$ cat src/rtl/core/iolt_pkg.sv
`timescale 1ns / 1ps

package iolt_pkg;

   // sizing
   localparam int REGION_DEPTH  = 16;
   localparam int PENDING_DEPTH = 8;
   localparam int INDENT_BITS   = 10;
   localparam int LINE_BITS     = 20;
   localparam int RESULT_CAP    = 18;

   localparam int TOP_W   = $clog2(REGION_DEPTH + 1);
   localparam int RIDX_W  = $clog2(REGION_DEPTH);
   localparam int PCNT_W  = $clog2(PENDING_DEPTH + 1);
   localparam int PSLOT_W = $clog2(PENDING_DEPTH);
   localparam int QCNT_W  = $clog2(RESULT_CAP + 1);
   localparam int QIDX_W  = $clog2(RESULT_CAP);
   localparam int PADDR_W = RIDX_W + PSLOT_W;
   localparam int PMEM_DEPTH = REGION_DEPTH * PENDING_DEPTH;

   typedef logic [6:0] kind_type;
   typedef logic [2:0] region_type;
   typedef logic [2:0] flags_type;
   typedef logic [2:0] err_type;
   typedef logic [2:0] pcode_type;
   typedef logic [1:0] wclass_type;

   localparam kind_type K_EOF        = 7'd0;
   localparam kind_type K_ERROR      = 7'd1;
   localparam kind_type K_IDENT      = 7'd2;
   localparam kind_type K_INT        = 7'd3;
   localparam kind_type K_FLOAT      = 7'd4;
   localparam kind_type K_CHAR       = 7'd5;
   localparam kind_type K_STRING     = 7'd6;
   localparam kind_type K_ISTRING    = 7'd7;
   localparam kind_type K_THIS       = 7'd8;
   localparam kind_type K_NULL       = 7'd9;
   localparam kind_type K_TRUE       = 7'd10;
   localparam kind_type K_FALSE      = 7'd11;
   localparam kind_type K_RETURN     = 7'd12;
   localparam kind_type K_TYPE       = 7'd13;
   localparam kind_type K_UNDERSCORE = 7'd14;
   localparam kind_type K_GIVEN      = 7'd15;
   localparam kind_type K_NEW        = 7'd16;
   localparam kind_type K_VAL        = 7'd17;
   localparam kind_type K_IF         = 7'd18;
   localparam kind_type K_THEN       = 7'd19;
   localparam kind_type K_ELSE       = 7'd20;
   localparam kind_type K_WHILE      = 7'd21;
   localparam kind_type K_DO         = 7'd22;
   localparam kind_type K_FOR        = 7'd23;
   localparam kind_type K_YIELD      = 7'd24;
   localparam kind_type K_TRY        = 7'd25;
   localparam kind_type K_CATCH      = 7'd26;
   localparam kind_type K_FINALLY    = 7'd27;
   localparam kind_type K_THROW      = 7'd28;
   localparam kind_type K_MATCH      = 7'd29;
   localparam kind_type K_WITH       = 7'd30;
   localparam kind_type K_EXTENDS    = 7'd31;
   localparam kind_type K_LPAREN     = 7'd32;
   localparam kind_type K_RPAREN     = 7'd33;
   localparam kind_type K_LBRACKET   = 7'd34;
   localparam kind_type K_RBRACKET   = 7'd35;
   localparam kind_type K_LBRACE     = 7'd36;
   localparam kind_type K_RBRACE     = 7'd37;
   localparam kind_type K_COMMA      = 7'd38;
   localparam kind_type K_DOT        = 7'd39;
   localparam kind_type K_SEMI       = 7'd40;
   localparam kind_type K_COLON      = 7'd41;
   localparam kind_type K_COLON_EOL  = 7'd42;
   localparam kind_type K_EQUALS     = 7'd43;
   localparam kind_type K_ARROW      = 7'd44;
   localparam kind_type K_CTX_ARROW  = 7'd45;
   localparam kind_type K_TL_ARROW   = 7'd46;
   localparam kind_type K_LEFT_ARROW = 7'd47;
   localparam kind_type K_SUBTYPE    = 7'd48;
   localparam kind_type K_SUPERTYPE  = 7'd49;
   localparam kind_type K_HASH       = 7'd50;
   localparam kind_type K_INDENT     = 7'd51;
   localparam kind_type K_OUTDENT    = 7'd52;
   localparam kind_type K_NEWLINE    = 7'd53;
   localparam kind_type K_END_MARKER = 7'd54;

   localparam region_type R_TOP      = 3'd0;
   localparam region_type R_BRACES   = 3'd1;
   localparam region_type R_PARENS   = 3'd2;
   localparam region_type R_BRACKETS = 3'd3;
   localparam region_type R_INDENTED = 3'd4;

   localparam flags_type F_NONE  = 3'b000;
   localparam flags_type F_KNOWN = 3'b001;
   localparam flags_type F_COND  = 3'b010;
   localparam flags_type F_PROV  = 3'b100;

   localparam err_type E_NONE       = 3'd0;
   localparam err_type E_LEXER      = 3'd1;
   localparam err_type E_UNCLOSED   = 3'd2;
   localparam err_type E_UNBALANCED = 3'd3;
   localparam err_type E_DEDENT     = 3'd4;
   localparam err_type E_UNINDENT   = 3'd5;
   localparam err_type E_OVERFLOW   = 3'd6;

   localparam pcode_type P_NONE  = 3'd0;
   localparam pcode_type P_IF    = 3'd1;
   localparam pcode_type P_THEN  = 3'd2;
   localparam pcode_type P_TRY   = 3'd3;
   localparam pcode_type P_CATCH = 3'd4;
   localparam pcode_type P_WHILE = 3'd5;
   localparam pcode_type P_FOR   = 3'd6;
   localparam pcode_type P_OTHER = 3'd7;

   localparam wclass_type WC_END = 2'd1;
   localparam wclass_type WC_EXT = 2'd2;

   typedef struct packed {
      kind_type               token_kind;
      logic [INDENT_BITS-1:0] line_indent;
      logic                   first_on_line;
      logic                   past_blank_line;
      logic                   plain_operator;
      wclass_type             word_class;
      logic [LINE_BITS-1:0]   line_number;
      kind_type               next_kind;
      logic                   next_first_on_line;
      logic                   blank_after;
      logic                   after_next_ends;
   } req_type;

   typedef struct packed {
      kind_type out_kind;
      logic     synthesized;
      err_type  error_code;
      logic     last;
   } rsp_type;

   typedef struct packed {
      logic                   load;
      logic                   init_top;
      logic                   clr_skip;
      logic                   set_skip;
      logic                   wr_width;
      logic                   wr_flags;
      flags_type              flags_val;
      logic                   push;
      region_type             push_kind;
      logic [INDENT_BITS-1:0] push_width;
      flags_type              push_flags;
      kind_type               push_opener;
      logic                   pop;
      logic                   emit;
      kind_type               emit_kind;
      logic                   emit_synth;
      logic                   set_popped;
      logic                   set_second;
      logic                   idx_load;
      logic                   idx_dec;
      logic                   pend_rd;
      logic [PSLOT_W-1:0]     pend_rd_slot;
      logic                   pend_wr;
      logic [PSLOT_W-1:0]     pend_wr_slot;
      pcode_type              pend_val;
      logic                   pcnt_wr;
      logic [PCNT_W-1:0]      pcnt_val;
      logic                   set_cc;
      logic                   ext_clr;
      logic                   ext_set;
      logic                   set_prev;
      kind_type               prev_val;
      logic                   prev_cc_val;
      logic                   fail;
      err_type                fail_code;
      logic                   clear_all;
      logic                   q_next;
   } cmd_type;

   typedef struct packed {
      req_type                item;
      region_type             top_kind;
      logic [INDENT_BITS-1:0] top_width;
      flags_type              top_flags;
      kind_type               top_opener;
      logic [PCNT_W-1:0]      top_pcnt;
      logic                   top_gt1;
      logic                   top_full;
      kind_type               prev_kind;
      logic                   pcc;
      logic                   ext_hit;
      logic                   seen;
      logic                   halted;
      logic                   skip;
      logic [PCNT_W-1:0]      idx;
      pcode_type              pend_data;
      logic                   second;
      logic                   popped;
      logic                   cc;
      logic                   err;
      logic                   q_empty;
      logic                   q_last;
   } status_type;

   function automatic logic can_end(kind_type k);
      case (k)
         K_INT, K_FLOAT, K_CHAR, K_STRING, K_ISTRING, K_IDENT, K_THIS, K_NULL,
         K_TRUE, K_FALSE, K_RETURN, K_TYPE, K_UNDERSCORE, K_RPAREN, K_RBRACKET,
         K_RBRACE, K_END_MARKER, K_OUTDENT, K_GIVEN: can_end = 1'b1;
         default: can_end = 1'b0;
      endcase
   endfunction

   function automatic logic can_begin(kind_type k);
      case (k)
         K_CATCH, K_ELSE, K_EXTENDS, K_FINALLY, K_MATCH, K_WITH, K_YIELD, K_THEN,
         K_DO, K_COMMA, K_DOT, K_SEMI, K_COLON, K_COLON_EOL, K_EQUALS, K_ARROW,
         K_CTX_ARROW, K_TL_ARROW, K_LEFT_ARROW, K_SUBTYPE, K_SUPERTYPE, K_HASH,
         K_LBRACKET, K_RPAREN, K_RBRACKET, K_RBRACE, K_EOF: can_begin = 1'b0;
         default: can_begin = 1'b1;
      endcase
   endfunction

   function automatic logic opens_region(kind_type k);
      case (k)
         K_EQUALS, K_ARROW, K_CTX_ARROW, K_LEFT_ARROW, K_CATCH, K_DO, K_ELSE,
         K_FINALLY, K_FOR, K_IF, K_MATCH, K_RETURN, K_THEN, K_THROW, K_TRY,
         K_WHILE, K_YIELD, K_WITH, K_COLON_EOL: opens_region = 1'b1;
         default: opens_region = 1'b0;
      endcase
   endfunction

   function automatic logic continues(kind_type k);
      case (k)
         K_THEN, K_ELSE, K_DO, K_CATCH, K_FINALLY, K_YIELD, K_MATCH: continues = 1'b1;
         default: continues = 1'b0;
      endcase
   endfunction

   // keywords that may close a pending partner
   function automatic logic is_kw_closer(kind_type k);
      case (k)
         K_THEN, K_ELSE, K_DO, K_YIELD, K_CATCH, K_FINALLY: is_kw_closer = 1'b1;
         default: is_kw_closer = 1'b0;
      endcase
   endfunction

   function automatic logic partners(kind_type closer, kind_type opener);
      case (closer)
         K_THEN:    partners = (opener == K_IF) || (opener == K_RPAREN);
         K_ELSE:    partners = (opener == K_THEN) || (opener == K_RPAREN);
         K_DO:      partners = (opener == K_WHILE) || (opener == K_FOR) ||
                               (opener == K_RPAREN);
         K_YIELD:   partners = (opener == K_FOR) || (opener == K_RPAREN) ||
                               (opener == K_RBRACE);
         K_CATCH:   partners = (opener == K_TRY);
         K_FINALLY: partners = (opener == K_TRY) || (opener == K_CATCH);
         default:   partners = 1'b0;
      endcase
   endfunction

   function automatic logic is_closer(kind_type k);
      is_closer = (k == K_RPAREN) || (k == K_RBRACKET) || (k == K_RBRACE);
   endfunction

   function automatic logic is_designator(kind_type k);
      case (k)
         K_IDENT, K_IF, K_WHILE, K_FOR, K_MATCH, K_TRY, K_NEW, K_THIS, K_VAL,
         K_GIVEN: is_designator = 1'b1;
         default: is_designator = 1'b0;
      endcase
   endfunction

   function automatic logic is_cond_kw(kind_type k);
      is_cond_kw = (k == K_IF) || (k == K_WHILE) || (k == K_FOR);
   endfunction

   function automatic pcode_type partner_code(kind_type k);
      case (k)
         K_IF:    partner_code = P_IF;
         K_THEN:  partner_code = P_THEN;
         K_TRY:   partner_code = P_TRY;
         K_CATCH: partner_code = P_CATCH;
         K_WHILE: partner_code = P_WHILE;
         K_FOR:   partner_code = P_FOR;
         default: partner_code = P_OTHER;
      endcase
   endfunction

   function automatic kind_type partner_kind(pcode_type c);
      case (c)
         P_IF:    partner_kind = K_IF;
         P_THEN:  partner_kind = K_THEN;
         P_TRY:   partner_kind = K_TRY;
         P_CATCH: partner_kind = K_CATCH;
         P_WHILE: partner_kind = K_WHILE;
         P_FOR:   partner_kind = K_FOR;
         P_OTHER: partner_kind = K_RPAREN;
         default: partner_kind = K_EOF;
      endcase
   endfunction

   function automatic region_type closer_region(kind_type k);
      case (k)
         K_RPAREN:   closer_region = R_PARENS;
         K_RBRACKET: closer_region = R_BRACKETS;
         default:    closer_region = R_BRACES;
      endcase
   endfunction

endpackage

$ cat src/rtl/core/indentation_layout_token_inserter.sv
`timescale 1ns / 1ps

// Offside-rule layout stage. Takes one lexer token per request beat, with its
// one- and two-token lookahead already folded into the beat, and returns the
// inserted indent, outdent and newline tokens followed by the token itself
// (colons at end of line retyped, end markers formed, the designator after an
// end marker swallowed). The last response beat of a token carries last=1; a
// token may give no beat at all. Errors give a single beat with error_code set
// and the block then drops every token until reset; an end-of-file token that
// closes cleanly returns the block to its reset state for a new stream.
// One token is in flight at a time. A plain token that is not first on its
// line and gives one response beat passes through the accepting cycle, four
// control steps and the response beat before the next token is accepted. A
// token first on its line adds the line-break check (only its first step when
// the top region is a bracket), and a dedent adds a pop step per outdent and
// a final check. then/else/do/yield/catch/finally add a search of the
// pending-keyword entries, one per read (the pending store has one registered
// read port), and the same again after popping an indented region they close.
// A closing bracket adds a pop step per outdent and a balance check, and a
// pending-entry read and write when it closes a condition. Further response
// beats follow from the result queue and a stalled response holds the block.
// A swallowed designator or any token after an error stops at the start step.

module indentation_layout_token_inserter import iolt_pkg::*; (
   input  logic    clock,
   input  logic    reset,
   input  logic    req_valid,
   output logic    req_stall,
   input  req_type req_data,
   output logic    rsp_valid,
   input  logic    rsp_stall,
   output rsp_type rsp_data
);

   cmd_type    cmd;
   status_type st;

   // sequencer: walks one token through line break, keyword and bracket steps
   iolt_ctrl u_ctrl (
      .clock     (clock),
      .reset     (reset),
      .req_valid (req_valid),
      .req_stall (req_stall),
      .rsp_valid (rsp_valid),
      .rsp_stall (rsp_stall),
      .st        (st),
      .cmd       (cmd)
   );

   // region stack, pending store, result queue
   iolt_dpath u_dpath (
      .clock    (clock),
      .reset    (reset),
      .req_data (req_data),
      .cmd      (cmd),
      .st       (st),
      .rsp_data (rsp_data)
   );

endmodule

$ cat src/rtl/core/iolt_dpath.sv
`timescale 1ns / 1ps

module iolt_dpath import iolt_pkg::*; (
   input  logic       clock,
   input  logic       reset,
   input  req_type    req_data,
   input  cmd_type    cmd,
   output status_type st,
   output rsp_type    rsp_data
);

   typedef struct packed {
      kind_type kind;
      logic     synth;
   } qent_type;

   // region stack, no reset: only entries below the top are read
   region_type             rkind_ff   [REGION_DEPTH];
   logic [INDENT_BITS-1:0] rwidth_ff  [REGION_DEPTH];
   flags_type              rflags_ff  [REGION_DEPTH];
   kind_type               ropener_ff [REGION_DEPTH];
   logic [PCNT_W-1:0]      pcnt_ff    [REGION_DEPTH];
   pcode_type              pend_mem   [PMEM_DEPTH];
   pcode_type              pend_rd_ff;
   qent_type               q_mem      [RESULT_CAP];

   req_type              item_ff, item_in;
   logic [TOP_W-1:0]     top_ff, top_in;
   kind_type             prev_ff, prev_in;
   logic                 pcc_ff, pcc_in;
   logic                 ext_valid_ff, ext_valid_in;
   logic [LINE_BITS-1:0] ext_line_ff, ext_line_in;
   logic                 skip_ff, skip_in;
   logic                 seen_ff, seen_in;
   logic                 halted_ff, halted_in;
   logic [PCNT_W-1:0]    idx_ff, idx_in;
   logic                 second_ff, second_in;
   logic                 popped_ff, popped_in;
   logic                 cc_ff, cc_in;
   err_type              err_ff, err_in;
   logic [QCNT_W-1:0]    q_cnt_ff, q_cnt_in;
   logic [QIDX_W-1:0]    q_rd_ff, q_rd_in;

   logic [RIDX_W-1:0]    tix;
   logic [RIDX_W-1:0]    wix;
   logic [PSLOT_W-1:0]   pwr_slot;
   qent_type             q_head;

   assign tix = top_ff[RIDX_W-1:0] - RIDX_W'(1);
   assign wix = cmd.init_top ? '0 : top_ff[RIDX_W-1:0];
   assign pwr_slot = cmd.pend_wr_slot;

   always_comb begin
      item_in      = item_ff;
      top_in       = top_ff;
      prev_in      = prev_ff;
      pcc_in       = pcc_ff;
      ext_valid_in = ext_valid_ff;
      ext_line_in  = ext_line_ff;
      skip_in      = skip_ff;
      seen_in      = seen_ff;
      halted_in    = halted_ff;
      idx_in       = idx_ff;
      second_in    = second_ff;
      popped_in    = popped_ff;
      cc_in        = cc_ff;
      err_in       = err_ff;
      q_cnt_in     = q_cnt_ff;
      q_rd_in      = q_rd_ff;

      if (cmd.load) begin
         item_in   = req_data;
         err_in    = E_NONE;
         popped_in = 1'b0;
         cc_in     = 1'b0;
         second_in = 1'b0;
         q_cnt_in  = '0;
         q_rd_in   = '0;
      end
      if (cmd.init_top) begin
         top_in  = TOP_W'(1);
         seen_in = 1'b1;
      end else if (cmd.push) begin
         top_in = top_ff + TOP_W'(1);
      end else if (cmd.pop) begin
         top_in = top_ff - TOP_W'(1);
      end
      if (cmd.clr_skip)   skip_in   = 1'b0;
      if (cmd.set_skip)   skip_in   = 1'b1;
      if (cmd.set_popped) popped_in = 1'b1;
      if (cmd.set_second) second_in = 1'b1;
      if (cmd.set_cc)     cc_in     = 1'b1;
      if (cmd.idx_load)   idx_in    = pcnt_ff[tix];
      if (cmd.idx_dec)    idx_in    = idx_ff - PCNT_W'(1);
      if (cmd.ext_clr)    ext_valid_in = 1'b0;
      if (cmd.ext_set) begin
         ext_valid_in = 1'b1;
         ext_line_in  = item_ff.line_number;
      end
      if (cmd.set_prev) begin
         prev_in = cmd.prev_val;
         pcc_in  = cmd.prev_cc_val;
      end
      if (cmd.emit && (q_cnt_ff < QCNT_W'(RESULT_CAP))) q_cnt_in = q_cnt_ff + QCNT_W'(1);
      if (cmd.q_next) q_rd_in = q_rd_ff + QIDX_W'(1);
      if (cmd.clear_all) begin
         top_in       = '0;
         prev_in      = K_EOF;
         pcc_in       = 1'b0;
         ext_valid_in = 1'b0;
         skip_in      = 1'b0;
         seen_in      = 1'b0;
         halted_in    = 1'b0;
      end
      if (cmd.fail) begin
         err_in    = cmd.fail_code;
         halted_in = 1'b1;
         skip_in   = 1'b0;
      end
   end

   always_ff @(posedge clock) begin
      if (reset) begin
         top_ff       <= '0;
         prev_ff      <= K_EOF;
         pcc_ff       <= 1'b0;
         ext_valid_ff <= 1'b0;
         skip_ff      <= 1'b0;
         seen_ff      <= 1'b0;
         halted_ff    <= 1'b0;
         err_ff       <= E_NONE;
         q_cnt_ff     <= '0;
         q_rd_ff      <= '0;
         popped_ff    <= 1'b0;
         second_ff    <= 1'b0;
         cc_ff        <= 1'b0;
         idx_ff       <= '0;
      end else begin
         top_ff       <= top_in;
         prev_ff      <= prev_in;
         pcc_ff       <= pcc_in;
         ext_valid_ff <= ext_valid_in;
         skip_ff      <= skip_in;
         seen_ff      <= seen_in;
         halted_ff    <= halted_in;
         err_ff       <= err_in;
         q_cnt_ff     <= q_cnt_in;
         q_rd_ff      <= q_rd_in;
         popped_ff    <= popped_in;
         second_ff    <= second_in;
         cc_ff        <= cc_in;
         idx_ff       <= idx_in;
      end
   end

   always_ff @(posedge clock) begin
      item_ff     <= item_in;
      ext_line_ff <= ext_line_in;
   end

   // region stack writes
   always_ff @(posedge clock) begin
      if (cmd.push) begin
         rkind_ff[wix]   <= cmd.push_kind;
         rwidth_ff[wix]  <= cmd.push_width;
         rflags_ff[wix]  <= cmd.push_flags;
         ropener_ff[wix] <= cmd.push_opener;
         pcnt_ff[wix]    <= '0;
      end
      if (cmd.wr_width) rwidth_ff[tix] <= item_ff.line_indent;
      if (cmd.wr_flags) rflags_ff[tix] <= cmd.flags_val;
      if (cmd.pcnt_wr)  pcnt_ff[tix]   <= cmd.pcnt_val;
   end

   // pending partner store, one port each way, registered read
   always_ff @(posedge clock) begin
      if (cmd.pend_wr) pend_mem[{tix, pwr_slot}] <= cmd.pend_val;
      if (cmd.pend_rd) pend_rd_ff <= pend_mem[{tix, cmd.pend_rd_slot}];
   end

   // result queue for one input beat
   always_ff @(posedge clock) begin
      if (cmd.emit && (q_cnt_ff < QCNT_W'(RESULT_CAP))) begin
         q_mem[q_cnt_ff[QIDX_W-1:0]] <= '{kind: cmd.emit_kind, synth: cmd.emit_synth};
      end
   end

   assign q_head = q_mem[q_rd_ff];

   always_comb begin
      if (err_ff != E_NONE) begin
         rsp_data = '{out_kind: K_EOF, synthesized: 1'b0, error_code: err_ff, last: 1'b1};
      end else begin
         rsp_data = '{out_kind: q_head.kind, synthesized: q_head.synth,
                      error_code: E_NONE, last: st.q_last};
      end
   end

   assign st.item       = item_ff;
   assign st.top_kind   = rkind_ff[tix];
   assign st.top_width  = rwidth_ff[tix];
   assign st.top_flags  = rflags_ff[tix];
   assign st.top_opener = ropener_ff[tix];
   assign st.top_pcnt   = pcnt_ff[tix];
   assign st.top_gt1    = top_ff > TOP_W'(1);
   assign st.top_full   = top_ff >= TOP_W'(REGION_DEPTH);
   assign st.prev_kind  = prev_ff;
   assign st.pcc        = pcc_ff;
   assign st.ext_hit    = ext_valid_ff && (item_ff.line_number == ext_line_ff);
   assign st.seen       = seen_ff;
   assign st.halted     = halted_ff;
   assign st.skip       = skip_ff;
   assign st.idx        = idx_ff;
   assign st.pend_data  = pend_rd_ff;
   assign st.second     = second_ff;
   assign st.popped     = popped_ff;
   assign st.cc         = cc_ff;
   assign st.err        = err_ff != E_NONE;
   assign st.q_empty    = q_cnt_ff == '0;
   assign st.q_last     = QCNT_W'(q_rd_ff) == (q_cnt_ff - QCNT_W'(1));

endmodule

$ cat src/rtl/core/iolt_ctrl.sv
`timescale 1ns / 1ps

module iolt_ctrl import iolt_pkg::*; (
   input  logic       clock,
   input  logic       reset,
   input  logic       req_valid,
   output logic       req_stall,
   output logic       rsp_valid,
   input  logic       rsp_stall,
   input  status_type st,
   output cmd_type    cmd
);

   typedef enum logic [19:0] {
      ST_IDLE    = 20'h00001,
      ST_START   = 20'h00002,
      ST_LB_UPD  = 20'h00004,
      ST_LB_DEC  = 20'h00008,
      ST_LB_POP  = 20'h00010,
      ST_LB_FIN  = 20'h00020,
      ST_BODY    = 20'h00040,
      ST_SAT_LD  = 20'h00080,
      ST_SAT_RD  = 20'h00100,
      ST_SAT_CHK = 20'h00200,
      ST_KW_POP  = 20'h00400,
      ST_KIND    = 20'h00800,
      ST_CB_POP  = 20'h01000,
      ST_CB_CHK  = 20'h02000,
      ST_CC_RD   = 20'h04000,
      ST_CC_WR   = 20'h08000,
      ST_FIN     = 20'h10000,
      ST_EOF_POP = 20'h20000,
      ST_EOF_FIN = 20'h40000,
      ST_OUT     = 20'h80000
   } state_type;

   state_type state_ff, state_in;

   kind_type               kind, nk, pend_kind, outk;
   logic [INDENT_BITS-1:0] w;
   logic                   first, next_first;
   logic                   cond_opener, opener_go, w_gt, w_lt, w_eq;
   logic                   lead_inf, end_mark, bracket_top, ind_pop, nl_ok;
   logic                   between, below_top, width_ok, ext_new;

   assign kind       = st.item.token_kind;
   assign nk         = st.item.next_kind;
   assign w          = st.item.line_indent;
   assign first      = st.item.first_on_line;
   assign next_first = st.item.next_first_on_line;
   assign pend_kind  = partner_kind(st.pend_data);

   assign cond_opener = st.pcc && (kind != K_THEN) && (kind != K_DO) && (kind != K_YIELD);
   assign opener_go   = opens_region(st.prev_kind) || cond_opener;
   assign w_gt        = w > st.top_width;
   assign w_lt        = w < st.top_width;
   assign w_eq        = w == st.top_width;
   assign nl_ok       = can_end(st.prev_kind) && can_begin(kind);
   assign bracket_top = (st.top_kind == R_PARENS) || (st.top_kind == R_BRACKETS);
   assign ind_pop     = (st.top_kind == R_INDENTED) && st.top_gt1;

   // operator at line start that continues the previous line
   assign lead_inf = (kind == K_IDENT) && st.item.plain_operator &&
                     !st.item.past_blank_line && (nk != K_EOF) && !next_first &&
                     st.item.blank_after && can_begin(nk) && !is_closer(nk);

   assign end_mark = (kind == K_IDENT) && (st.item.word_class == WC_END) && first &&
                     !next_first && is_designator(nk) && st.item.after_next_ends;

   assign between   = st.popped && (st.top_kind == R_INDENTED) && w_gt;
   assign below_top = (st.top_kind == R_TOP) && !w_eq;
   assign width_ok  = w_eq || ((st.top_kind == R_BRACES) && w_lt);
   assign ext_new   = (kind == K_IDENT) && first && (st.item.word_class == WC_EXT) &&
                      ((nk == K_LPAREN) || (nk == K_LBRACKET));
   assign outk      = ((kind == K_COLON) && next_first) ? K_COLON_EOL : kind;

   always_comb begin
      cmd       = '0;
      state_in  = state_ff;
      req_stall = 1'b1;
      rsp_valid = 1'b0;
      case (state_ff)
         ST_IDLE: begin
            req_stall = 1'b0;
            if (req_valid) begin
               cmd.load = 1'b1;
               state_in = ST_START;
            end
         end
         ST_START: begin
            if (st.halted) begin
               state_in = ST_IDLE;
            end else if (st.skip) begin
               cmd.clr_skip = 1'b1;
               state_in     = ST_IDLE;
            end else begin
               if (!st.seen) begin
                  cmd.init_top    = 1'b1;
                  cmd.push        = 1'b1;
                  cmd.push_kind   = R_TOP;
                  cmd.push_width  = w;
                  cmd.push_flags  = F_KNOWN;
                  cmd.push_opener = K_EOF;
               end
               if (kind == K_ERROR) begin
                  cmd.fail      = 1'b1;
                  cmd.fail_code = E_LEXER;
                  state_in      = ST_OUT;
               end else if (kind == K_EOF) begin
                  state_in = ST_EOF_POP;
               end else if (first && st.seen) begin
                  state_in = ST_LB_UPD;
               end else begin
                  state_in = ST_BODY;
               end
            end
         end
         ST_LB_UPD: begin
            if (bracket_top) begin
               state_in = ST_BODY;
            end else begin
               if ((st.top_kind == R_BRACES) && ((st.top_flags & F_KNOWN) == F_NONE)) begin
                  cmd.wr_width  = 1'b1;
                  cmd.wr_flags  = 1'b1;
                  cmd.flags_val = st.top_flags | F_KNOWN;
               end else if ((st.top_flags & F_PROV) != F_NONE) begin
                  cmd.wr_flags  = 1'b1;
                  cmd.flags_val = st.top_flags & ~F_PROV;
                  if (w_gt && !opens_region(st.prev_kind) && !cond_opener) cmd.wr_width = 1'b1;
               end
               state_in = ST_LB_DEC;
            end
         end
         ST_LB_DEC: begin
            if (opener_go && w_gt) begin
               if (st.top_full) begin
                  cmd.fail      = 1'b1;
                  cmd.fail_code = E_OVERFLOW;
                  state_in      = ST_OUT;
               end else begin
                  cmd.push        = 1'b1;
                  cmd.push_kind   = R_INDENTED;
                  cmd.push_width  = w;
                  cmd.push_flags  = F_KNOWN;
                  cmd.push_opener = cond_opener ? K_RPAREN : st.prev_kind;
                  cmd.emit        = 1'b1;
                  cmd.emit_kind   = K_INDENT;
                  cmd.emit_synth  = 1'b1;
                  state_in        = ST_BODY;
               end
            end else if (w_lt) begin
               if (continues(st.prev_kind)) begin
                  cmd.fail      = 1'b1;
                  cmd.fail_code = E_DEDENT;
                  state_in      = ST_OUT;
               end else begin
                  state_in = ST_LB_POP;
               end
            end else begin
               if ((w_eq && nl_ok && !lead_inf) ||
                   (w_gt && st.item.past_blank_line && nl_ok)) begin
                  cmd.emit       = 1'b1;
                  cmd.emit_kind  = K_NEWLINE;
                  cmd.emit_synth = 1'b1;
                  cmd.pcnt_wr    = 1'b1;
               end
               state_in = ST_BODY;
            end
         end
         ST_LB_POP: begin
            if (ind_pop && w_lt) begin
               cmd.pop        = 1'b1;
               cmd.emit       = 1'b1;
               cmd.emit_kind  = K_OUTDENT;
               cmd.emit_synth = 1'b1;
               cmd.set_popped = 1'b1;
            end else begin
               state_in = ST_LB_FIN;
            end
         end
         ST_LB_FIN: begin
            if ((between || below_top) && !is_closer(kind)) begin
               cmd.fail      = 1'b1;
               cmd.fail_code = E_UNINDENT;
               state_in      = ST_OUT;
            end else begin
               if (width_ok && (st.popped || can_end(st.prev_kind)) && can_begin(kind) &&
                   !lead_inf) begin
                  cmd.emit       = 1'b1;
                  cmd.emit_kind  = K_NEWLINE;
                  cmd.emit_synth = 1'b1;
                  cmd.pcnt_wr    = 1'b1;
               end
               state_in = ST_BODY;
            end
         end
         ST_BODY: begin
            if (end_mark) begin
               cmd.emit        = 1'b1;
               cmd.emit_kind   = K_END_MARKER;
               cmd.set_prev    = 1'b1;
               cmd.prev_val    = K_END_MARKER;
               cmd.prev_cc_val = 1'b0;
               cmd.set_skip    = 1'b1;
               state_in        = ST_OUT;
            end else if (is_kw_closer(kind)) begin
               state_in = ST_SAT_LD;
            end else begin
               state_in = ST_KIND;
            end
         end
         ST_SAT_LD: begin
            cmd.idx_load = 1'b1;
            state_in     = ST_SAT_RD;
         end
         ST_SAT_RD: begin
            if (st.idx == '0) begin
               if (!st.second && !first && ind_pop && partners(kind, st.top_opener)) begin
                  state_in = ST_KW_POP;
               end else begin
                  state_in = ST_KIND;
               end
            end else begin
               cmd.pend_rd      = 1'b1;
               cmd.pend_rd_slot = PSLOT_W'(st.idx - PCNT_W'(1));
               cmd.idx_dec      = 1'b1;
               state_in         = ST_SAT_CHK;
            end
         end
         ST_SAT_CHK: begin
            if (partners(kind, pend_kind)) begin
               cmd.pcnt_wr = 1'b1;
               if ((kind == K_THEN) || (kind == K_CATCH)) begin
                  cmd.pend_wr      = 1'b1;
                  cmd.pend_wr_slot = st.idx[PSLOT_W-1:0];
                  cmd.pend_val     = partner_code(kind);
                  cmd.pcnt_val     = st.idx + PCNT_W'(1);
               end else begin
                  cmd.pcnt_val = st.idx;
               end
               state_in = ST_KIND;
            end else begin
               state_in = ST_SAT_RD;
            end
         end
         ST_KW_POP: begin
            cmd.pop        = 1'b1;
            cmd.emit       = 1'b1;
            cmd.emit_kind  = K_OUTDENT;
            cmd.emit_synth = 1'b1;
            cmd.set_second = 1'b1;
            state_in       = ST_SAT_LD;
         end
         ST_KIND: begin
            case (kind)
               K_LPAREN, K_LBRACKET, K_LBRACE: begin
                  if (st.top_full) begin
                     cmd.fail      = 1'b1;
                     cmd.fail_code = E_OVERFLOW;
                     state_in      = ST_OUT;
                  end else begin
                     cmd.push        = 1'b1;
                     cmd.push_opener = K_EOF;
                     if (kind == K_LPAREN) begin
                        cmd.push_kind  = R_PARENS;
                        cmd.push_width = '0;
                        cmd.push_flags = F_KNOWN |
                                         (is_cond_kw(st.prev_kind) ? F_COND : F_NONE);
                     end else if (kind == K_LBRACKET) begin
                        cmd.push_kind  = R_BRACKETS;
                        cmd.push_width = '0;
                        cmd.push_flags = F_KNOWN;
                     end else begin
                        cmd.push_kind  = R_BRACES;
                        cmd.push_width = next_first ? '0 : w;
                        cmd.push_flags = (next_first ? F_NONE : (F_KNOWN | F_PROV)) |
                                         ((st.prev_kind == K_FOR) ? F_COND : F_NONE);
                     end
                     state_in = ST_FIN;
                  end
               end
               K_RPAREN, K_RBRACKET, K_RBRACE: begin
                  state_in = ST_CB_POP;
               end
               K_SEMI: begin
                  cmd.pcnt_wr = 1'b1;
                  state_in    = ST_FIN;
               end
               K_IF, K_TRY, K_WHILE, K_FOR: begin
                  if (st.top_pcnt >= PCNT_W'(PENDING_DEPTH)) begin
                     cmd.fail      = 1'b1;
                     cmd.fail_code = E_OVERFLOW;
                     state_in      = ST_OUT;
                  end else begin
                     cmd.pend_wr      = 1'b1;
                     cmd.pend_wr_slot = st.top_pcnt[PSLOT_W-1:0];
                     cmd.pend_val     = partner_code(kind);
                     cmd.pcnt_wr      = 1'b1;
                     cmd.pcnt_val     = st.top_pcnt + PCNT_W'(1);
                     state_in         = ST_FIN;
                  end
               end
               default: begin
                  state_in = ST_FIN;
               end
            endcase
         end
         ST_CB_POP: begin
            if (ind_pop) begin
               cmd.pop        = 1'b1;
               cmd.emit       = 1'b1;
               cmd.emit_kind  = K_OUTDENT;
               cmd.emit_synth = 1'b1;
            end else begin
               state_in = ST_CB_CHK;
            end
         end
         ST_CB_CHK: begin
            if ((st.top_kind != closer_region(kind)) || !st.top_gt1) begin
               cmd.fail      = 1'b1;
               cmd.fail_code = E_UNBALANCED;
               state_in      = ST_OUT;
            end else begin
               cmd.pop = 1'b1;
               if ((st.top_flags & F_COND) != F_NONE) begin
                  cmd.set_cc = 1'b1;
                  state_in   = ST_CC_RD;
               end else if (st.ext_hit && next_first) begin
                  cmd.set_cc  = 1'b1;
                  cmd.ext_clr = 1'b1;
                  state_in    = ST_CC_RD;
               end else begin
                  state_in = ST_FIN;
               end
            end
         end
         ST_CC_RD: begin
            if (st.top_pcnt != '0) begin
               cmd.pend_rd      = 1'b1;
               cmd.pend_rd_slot = PSLOT_W'(st.top_pcnt - PCNT_W'(1));
               state_in         = ST_CC_WR;
            end else begin
               state_in = ST_FIN;
            end
         end
         ST_CC_WR: begin
            if (is_cond_kw(pend_kind)) begin
               cmd.pend_wr      = 1'b1;
               cmd.pend_wr_slot = PSLOT_W'(st.top_pcnt - PCNT_W'(1));
               cmd.pend_val     = P_OTHER;
            end
            state_in = ST_FIN;
         end
         ST_FIN: begin
            cmd.ext_set     = ext_new;
            cmd.emit        = 1'b1;
            cmd.emit_kind   = outk;
            cmd.set_prev    = 1'b1;
            cmd.prev_val    = outk;
            cmd.prev_cc_val = st.cc;
            state_in        = ST_OUT;
         end
         ST_EOF_POP: begin
            if (ind_pop) begin
               cmd.pop        = 1'b1;
               cmd.emit       = 1'b1;
               cmd.emit_kind  = K_OUTDENT;
               cmd.emit_synth = 1'b1;
            end else begin
               state_in = ST_EOF_FIN;
            end
         end
         ST_EOF_FIN: begin
            if (st.top_gt1) begin
               cmd.fail      = 1'b1;
               cmd.fail_code = E_UNCLOSED;
            end else begin
               cmd.emit      = 1'b1;
               cmd.emit_kind = K_EOF;
               cmd.clear_all = 1'b1;
            end
            state_in = ST_OUT;
         end
         ST_OUT: begin
            if (st.err) begin
               rsp_valid = 1'b1;
               if (!rsp_stall) state_in = ST_IDLE;
            end else if (st.q_empty) begin
               state_in = ST_IDLE;
            end else begin
               rsp_valid = 1'b1;
               if (!rsp_stall) begin
                  if (st.q_last) state_in = ST_IDLE;
                  else           cmd.q_next = 1'b1;
               end
            end
         end
         default: begin
            state_in = ST_IDLE;
         end
      endcase
   end

   always_ff @(posedge clock) begin
      if (reset) state_ff <= ST_IDLE;
      else       state_ff <= state_in;
   end

endmodule
$ cat config.mk
export PLATFORM = sky130hd
export DESIGN_NAME = indentation_layout_token_inserter
export DESIGN_NICKNAME = d
export VERILOG_FILES = /design/src/rtl/core/iolt_pkg.sv /design/src/rtl/core/indentation_layout_token_inserter.sv /design/src/rtl/core/iolt_dpath.sv /design/src/rtl/core/iolt_ctrl.sv
export SDC_FILE = /design/constraint.sdc
export NUM_CORES = 1
export LEC_CHECK = 0
export ABC_AREA = 1
export BUFFER_PORTS_ARGS = -buffer_cell sky130_fd_sc_hd__buf_2
export CAP_MARGIN = 40
export CORE_MARGIN = 4
export CORE_UTILIZATION = 45
export DETAILED_ROUTE_END_ITERATION = 8
export PLACE_DENSITY = 0.58
export SLEW_MARGIN = 10
export SYNTH_ARGS = -nofsm -noshare
export SYNTH_HDL_FRONTEND = slang
export SYNTH_SLANG_ARGS = --single-unit
$ cat constraint.sdc
create_clock -name clock -period 17.6 [get_ports clock]
set_input_delay 3.52 -clock clock [delete_from_list [all_inputs] [get_ports clock]]
set_output_delay 3.52 -clock clock [all_outputs]
set_load 0.03 [all_outputs]
==> impl_results.md, run 1 <==
- Vias in the first global route: 32800
- Clock Latency Late Sink: 0.70 ns
- Clk buf depth: 3
- Lkg Pwr: 20.1 nW
- Post-CTS Setup Bufs: 0
- TritonCTS Sinks: 1102
- Chip height: 338 um
- Setup violators final: 0
- Die ar.: 114000 sq um
- DRC errors left: 0
- Yosys top cell by area: edfxtp_1
- Drt wl/cell: 21.4 um
- Post-synthesis sequential area ratio: 0.662
- Mean post-synth cell area: 10.7 sq um
- Worst slew margin: 0.376
- Worst Hold Depth: 0
- Initial antenna violation count: 1
- Critical Path Source Type: flip-flop
- Finished Layout Cells: 6155
- Status: finished, final reports clean
- Ys Warns: 0
- Max-cap violations: 0
- Std cell rows: 120
- Met3 Routed Length: 8.06 mm
- PostCTS Resize Cnt: 0
- DP HPWL: 83.3 mm
- I/O pin count: 70
- Power per cell area: 127 nW/um^2
- Unrepaired setup endpoints after global routing: false
- Num CTS Buffers: 116
- P&R area growth vs syn: 12.1%
- Die Wd: 338 um
- Initial drt markers: 3281
- Root Buffer: clkbuf_16
- Worst Skew: 0.0165 ns
- I/O Buffers: 69
- Final Hold Fails: 0
- Post-synth top area share: 0.634
- Crit Path Max Fanout: 107
- Commonest non-fill, non-tap cell in the layout: edfxtp_1
- Vias/cell: 5.55
- Final period util: 0.429
- Worst Path Arrival: 7.95 ns
- Distinct cell type count of the synthesized netlist: 58
- Vias: 34100
- Critical path class: reg -> reg
- Largest net degree at the start of global routing: 108
- Fmax achieved: 132 MHz
- WL met2: 62.3 mm
- Gate Count Post-Synth: 4587
- Detailed Route WL: 132 mm
- M1 WL: 57.3 mm
- Synth area leaders: edfxtp_1 63%, nand3_1 5.3%, nand2_1 4.8%
- CTS tree: yes
- Post-CTS Hold Fix Bufs: 0
- Gr ovfl total: 0
- Clk pin slew, worst setup/hold paths: 0.06 ns
- Core area: 108000 sq um
- DR top layer: met4
- #FFs+latches synth: 1102
- Hold Path Class: reg -> reg
- Pre-antenna DRT Iters: 6
- Routed Antenna Nets: 0
- Slew at the pin with the worst max-slew slack: 0.929 ns
- Htree depth: 3
- Worst R2R Path Depth: 23
- Layout cells sized above 1: 0.0918
- Number of cells after detailed placement: 5936
- Final min period: 7.56 ns
- Mapped cell area: 49000 sq um
- Maximum VDD drop: 0.0980 mV
- First-pass GRT wire length: 200 mm
- Critical path data required time: 17.99 ns
- Initial core utilization: 0.456
- Gr usage total: 0.229
- Most frequent cells in the layout: 1035 x edfxtp_1, 621 x nor2_1, 618 x nand2_1, 519 x nand3_1, 500 x inv_1
- Crit end category: flip-flop
- Placer Congestion: 0.908
- Setup tns final: 0 ns
- Pwr Total: 0.00696 W
- Layout Nets: 4734
- Slew Viols, Final: 0
cell type report:
| class | instances | area [sq um] |
|---|---|---|
| clock buffer | 152 | 3130 |
| sequential | 1102 | 32400 |
| tap | 1403 | 1760 |
| inverter | 532 | 2010 |
| multi-input combinational | 2743 | 13700 |
| fill | 9534 | 52600 |
| timing repair buffer | 156 | 1190 |
| clock inverter | 66 | 762 |
| antenna | 1 | 2.50 |
path summary, 6_finish.rpt:
kind / startpoint / endpoint / slack, ns
worst max-delay path: u_dpath.top_ff[0] / u_dpath.q_mem[8][6] / 10.04
worst min-delay path: u_dpath.st[73] / u_dpath.ext_line_ff[9] / 0.45
worst max register to register: u_dpath.top_ff[0] / u_dpath.q_mem[8][6] / 10.04
worst min register to register: u_dpath.st[73] / u_dpath.ext_line_ff[9] / 0.45
report_power, final:
part / switching, W / total (W) / internal [W]
registers: 0.0000496 / 0.00296 / 0.00291
logic: 0.00111 / 0.00150 / 0.000392
clock network: 0.00101 / 0.00250 / 0.00149
total: 0.00217 / 0.00696 / 0.00479
through the flow:
step                worst slack, ns  hold WS [ns]   util  cell area (sq um)
floorplan                     10.81         0.426      -              49000
global placement              10.33         0.436  0.471              50600
detailed placement            10.21         0.436  0.475              51000
CTS                           10.13         0.454  0.511              54900
global route                   9.47         0.461  0.511              54900
finish                        10.04         0.452  0.511              54900
registers in the layout, indices dropped and copies added, names as in the netlist, 7 cells and up, named ones only:
register and cells:
u_dpath.rkind_ff 48, u_ctrl.state_ff 20, u_dpath.ropener_ff 112, u_dpath.prev_ff 7, u_dpath.st 52, u_dpath.rflags_ff 48
u_dpath.pcnt_ff 64, u_dpath.pend_mem 384, u_dpath.ext_line_ff 20, u_dpath.q_mem 144, u_dpath.rwidth_ff 160
Yosys cell counts, drive strengths merged:
cell type     n
o221ai       28
a211oi        4
and2          1
buf         114
o21ai       330
nor4         23
ha           27
o2111ai       2
nand3       527
o22ai        97
or3           1
a32oi         2
a32o          5
clkbuf      111
conb          1
nor2        644
a22o          9
a21oi        83
o211ai       14
xnor2         8
o21a          7
xor2         23
a221oi       11
or2           4
and3          3
dfxtp        67
nand3b      129
o41ai         4
inv         530
nor3         44
a221o         1
o32ai         2
nand2       640
o31ai         5
clkinv        2
nand4        28
o21bai        1
a31oi         5
edfxtp     1035
a22oi        15
kinds of logic after synthesis:
group / after synthesis / share of synthesized area
AND/OR/NAND/NOR: 2044 / 0.188
flip-flops: 1102 / 0.662
buffers and inverters: 757 / 0.0628
AO/OA/AOI/OAI: 625 / 0.0744
XOR/XNOR: 31 / 0.00593
adder cells (fa/ha/maj): 27 / 0.00690
other: 1 / 0.0000766
critical path, cell delays in order (launching register included):
cell	delay, ns
dfxtp_4	0.80
inv_8	0.37
ha_4	0.37
inv_4	0.55
buf_4	0.69
o21ai_0	0.20
o22ai_1	0.24
a22o_1	0.18
a221oi_1	0.06
ha_1	0.31
nand2_1	0.06
nor2_1	0.17
nand4_1	0.12
inv_1	0.09
nand2_1	0.05
nand4_1	0.28
nand2_1	0.16
nor2_1	0.19
nand3_2	0.24
inv_1	0.51
nor2_2	0.17
nand2_1	0.60
nor2_1	0.13
nand2_1	0.54
per-layer routing:
metal  GRT usage  vias up
met3      0.0346      244
met4      0.0731        0
met1       0.317    16700
met2       0.373     1151
li1            -    16100
met5           0        -
(Power assumes the default switching activity.)
==> run 2, diff against run 1 <==
==> constraint.sdc (replaced) <==
create_clock -name clock -period 7.32 [get_ports clock]
set_input_delay 1.464 -clock clock [delete_from_list [all_inputs] [get_ports clock]]
set_output_delay 1.464 -clock clock [all_outputs]
set_load 0.03 [all_outputs]
==> run 2 against run 1 <==
Net effect:
- routed wire length down 0.51%
- hold slack better by 0.0073 ns
- clock skew up 0.026 ns
- register-to-register slack worse by 8.9 ns
- die area unchanged
- sequential share of layout area up 0.14 points
- critical path depth unchanged
- via count down 0.18%
- critical path type unchanged
- critical endpoint is now u_dpath.q_mem[0][5]
- largest cell class unchanged
==> impl_results.md, run 2 (synthesized netlist as in run 1, its figures left out) <==
- Met3 Resource Use GR: 0.0358
- Chip height: 338 um
- M1 GR Usage: 0.314
- CP Buf/Inv Count: 6
- PostCTS Resize Cnt: 0
- Max-cap violations: 0
- Area after DPL: 51200 sq um
- Drt wl/cell: 21.3 um
- FF-to-FF Start: u_dpath.top_ff[0]
- Clk buf depth: 3
- Cell family contributing the most delay on the critical path: simple AND/OR/NAND/NOR gates
- Critical path origin: u_dpath.top_ff[0]
- CP Cell Sequence: inv_8 > ha_1 > xnor2_4 > inv_4 > nor2_4 > buf_4 > a22o_1 > a221oi_1 > ha_1 > nand4_1 > inv_1 > nand2_1 > nand4_1 > nand2_1 > nor2_1 > nand3_2 > inv_1 > nor2_2 > nand2_1 > nand2_4 > inv_4 > nand2_1 > nor2_1
- Setup tns final: 0 ns
- Crit Path Max Fanout: 84
- Gr usage total: 0.228
- Unrepaired setup endpoints after global routing: false
- Initial core utilization: 0.456
- Layout cells sized above 1: 0.0910
- Largest register by flop count: u_dpath.pend_mem
- Clk pin slew, worst setup/hold paths: 0.06 ns
- Final min period: 6.19 ns
- CTS tree: yes
- Routed Antenna Nets: 0
- Std cell rows: 120
- Num CTS Buffers: 114
- Area of the multi-input gates: 13700 sq um
- Placer Congestion: 0.911
- I/O Buffers: 69
- Die ar.: 114000 sq um
- Clock Latency Late Sink: 0.71 ns
- Commonest non-fill, non-tap cell in the layout: edfxtp_1
- Vias/cell: 5.53
- RR Endpoint: u_dpath.q_mem[0][5]
- Finished Layout Cells: 6161
- Status: finished, final reports clean
- Htree depth: 3
- Post-CTS Hold Fix Bufs: 0
- Die Wd: 338 um
- Crit path largest cell delay: 0.61 ns
- Fmax achieved: 162 MHz
- Core area: 108000 sq um
- Final Hold Fails: 0
- FILL cells: 9472
- Lkg Pwr: 20.1 nW
- Finished Core Util: 0.510
- Power per cell area: 298 nW/um^2
- Critical path class: reg -> reg
- Seq. cell area: 32400 sq um
- Critical Path Source Type: flip-flop
- I/O pin count: 70
- Worst Skew: 0.0429 ns
- Vias in the first global route: 33100
- Slew at the pin with the worst max-slew slack: 0.887 ns
- Critical path data required time: 7.65 ns
- Gr ovfl total: 0
- Worst path depth: 23
- Hold Path Class: reg -> reg
- Finished Cell Area: 54800 sq um
- Largest net degree at the start of global routing: 163
- Internal reg-to-reg setup slack: 1.13 ns
- Vias: 34100
- DP HPWL: 82.0 mm
- Most used routing layer: met2
- Maximum VDD drop: 0.218 mV
- Crit end category: flip-flop
- Worst setup margin: 1.13 ns
- Detailed Route WL: 131 mm
- Max reg flops: 384
- P&R area growth vs syn: 11.9%
- Final period util: 0.845
- Crit path to: u_dpath.q_mem[0][5]
- Most used cell, CP: nand2_1
- Number of cells after detailed placement: 5951
- Worst Hold Depth: 0
- Initial drt markers: 3369
- TritonCTS Sinks: 1102
- Most frequent cells in the layout: 1035 x edfxtp_1, 621 x nor2_1, 618 x nand2_1, 519 x nand3_1, 500 x inv_1
- Layout Nets: 4747
- Post-CTS Setup Bufs: 0
- Worst R2R Path Depth: 23
- Worst slew margin: 0.408
- Ant diodes: 0
- Initial antenna violation count: 0
- Met2 Track Usage GR: 0.375
- Root Buffer: clkbuf_16
- Slew Viols, Final: 0
- Crit-path slowest cell: nor2_1
- First-pass GRT wire length: 199 mm
- Post-placement worst setup slack: 1.13 ns
- Pre-antenna DRT Iters: 8
- Setup violators final: 0
- Worst Path Arrival: 6.52 ns
- DRC errors left: 0
## run 2: changes by cell type in the layout (fill, tap and decap cells not counted), moves of 2 or more
cell	previous run	this run
clkbuf_16	119	116
clkbuf_8	3	6
buf_4	69	85
buf_6	2	0
clkinv_2	26	15
clkbuf_4	0	2
bufinv_16	16	8
clkinv_1	15	26
## run 2: worst min path at each step
stage	endpoint	slack [ns]	start
global placement	u_dpath.ext_line_ff[13]	0.44	u_dpath.st[77]
detailed placement	u_dpath.ext_line_ff[13]	0.45	u_dpath.st[77]
CTS	u_dpath.ext_line_ff[13]	0.46	u_dpath.st[77]
global route	u_dpath.ext_line_ff[9]	0.47	u_dpath.st[73]
finish	u_dpath.ext_line_ff[13]	0.46	u_dpath.st[77]
floorplan	u_dpath.ext_line_ff[13]	0.43	u_dpath.st[77]
## run 2: cell type report
class | count | share of cell area
Tap cell | 1403 | 0.0320
Clock inverter | 57 | 0.00941
Clock buffer | 153 | 0.0567
Sequential cell | 1102 | 0.592
Inverter | 532 | 0.0368
Multi-Input combinational cell | 2743 | 0.249
Timing Repair Buffer | 171 | 0.0242
## run 2: worst reg2reg max path, cell delays in order, from the launching register on
cell and delay (ns):
dfxtp_4 0.37, inv_8 0.30, ha_1 0.45, xnor2_4 0.22, inv_4 0.13, nor2_4 0.28, buf_4 0.47, a22o_1 0.26
a221oi_1 0.07, ha_1 0.35, nand4_1 0.11, inv_1 0.09, nand2_1 0.05, nand4_1 0.27, nand2_1 0.16, nor2_1 0.19
nand3_2 0.22, inv_1 0.51, nor2_2 0.18, nand2_1 0.15, nand2_4 0.10, inv_4 0.11, nand2_1 0.18, nor2_1 0.61
## run 2: routing by layer
layer  part of all wire  up-vias
met4              0.027        0
met1               0.44    16600
met2               0.47     1132
met3              0.061      225
met5                  0        -
li1                   -    16100
## run 2: report_power, final
part | leakage [nW] | total (W) | internal, W | switching, W
registers | 8.65 | 0.00709 | 0.00700 | 0.0000906
clock network | 1.76 | 0.00566 | 0.00325 | 0.00241
logic | 9.68 | 0.00360 | 0.000947 | 0.00265
## run 2: stage by stage
stage	hold slack, ns	power, W
floorplan	0.426	0.00956
global placement	0.438	0.0108
detailed placement	0.447	0.0108
CTS	0.461	0.0164
global route	0.470	0.0171
finish	0.459	0.0163
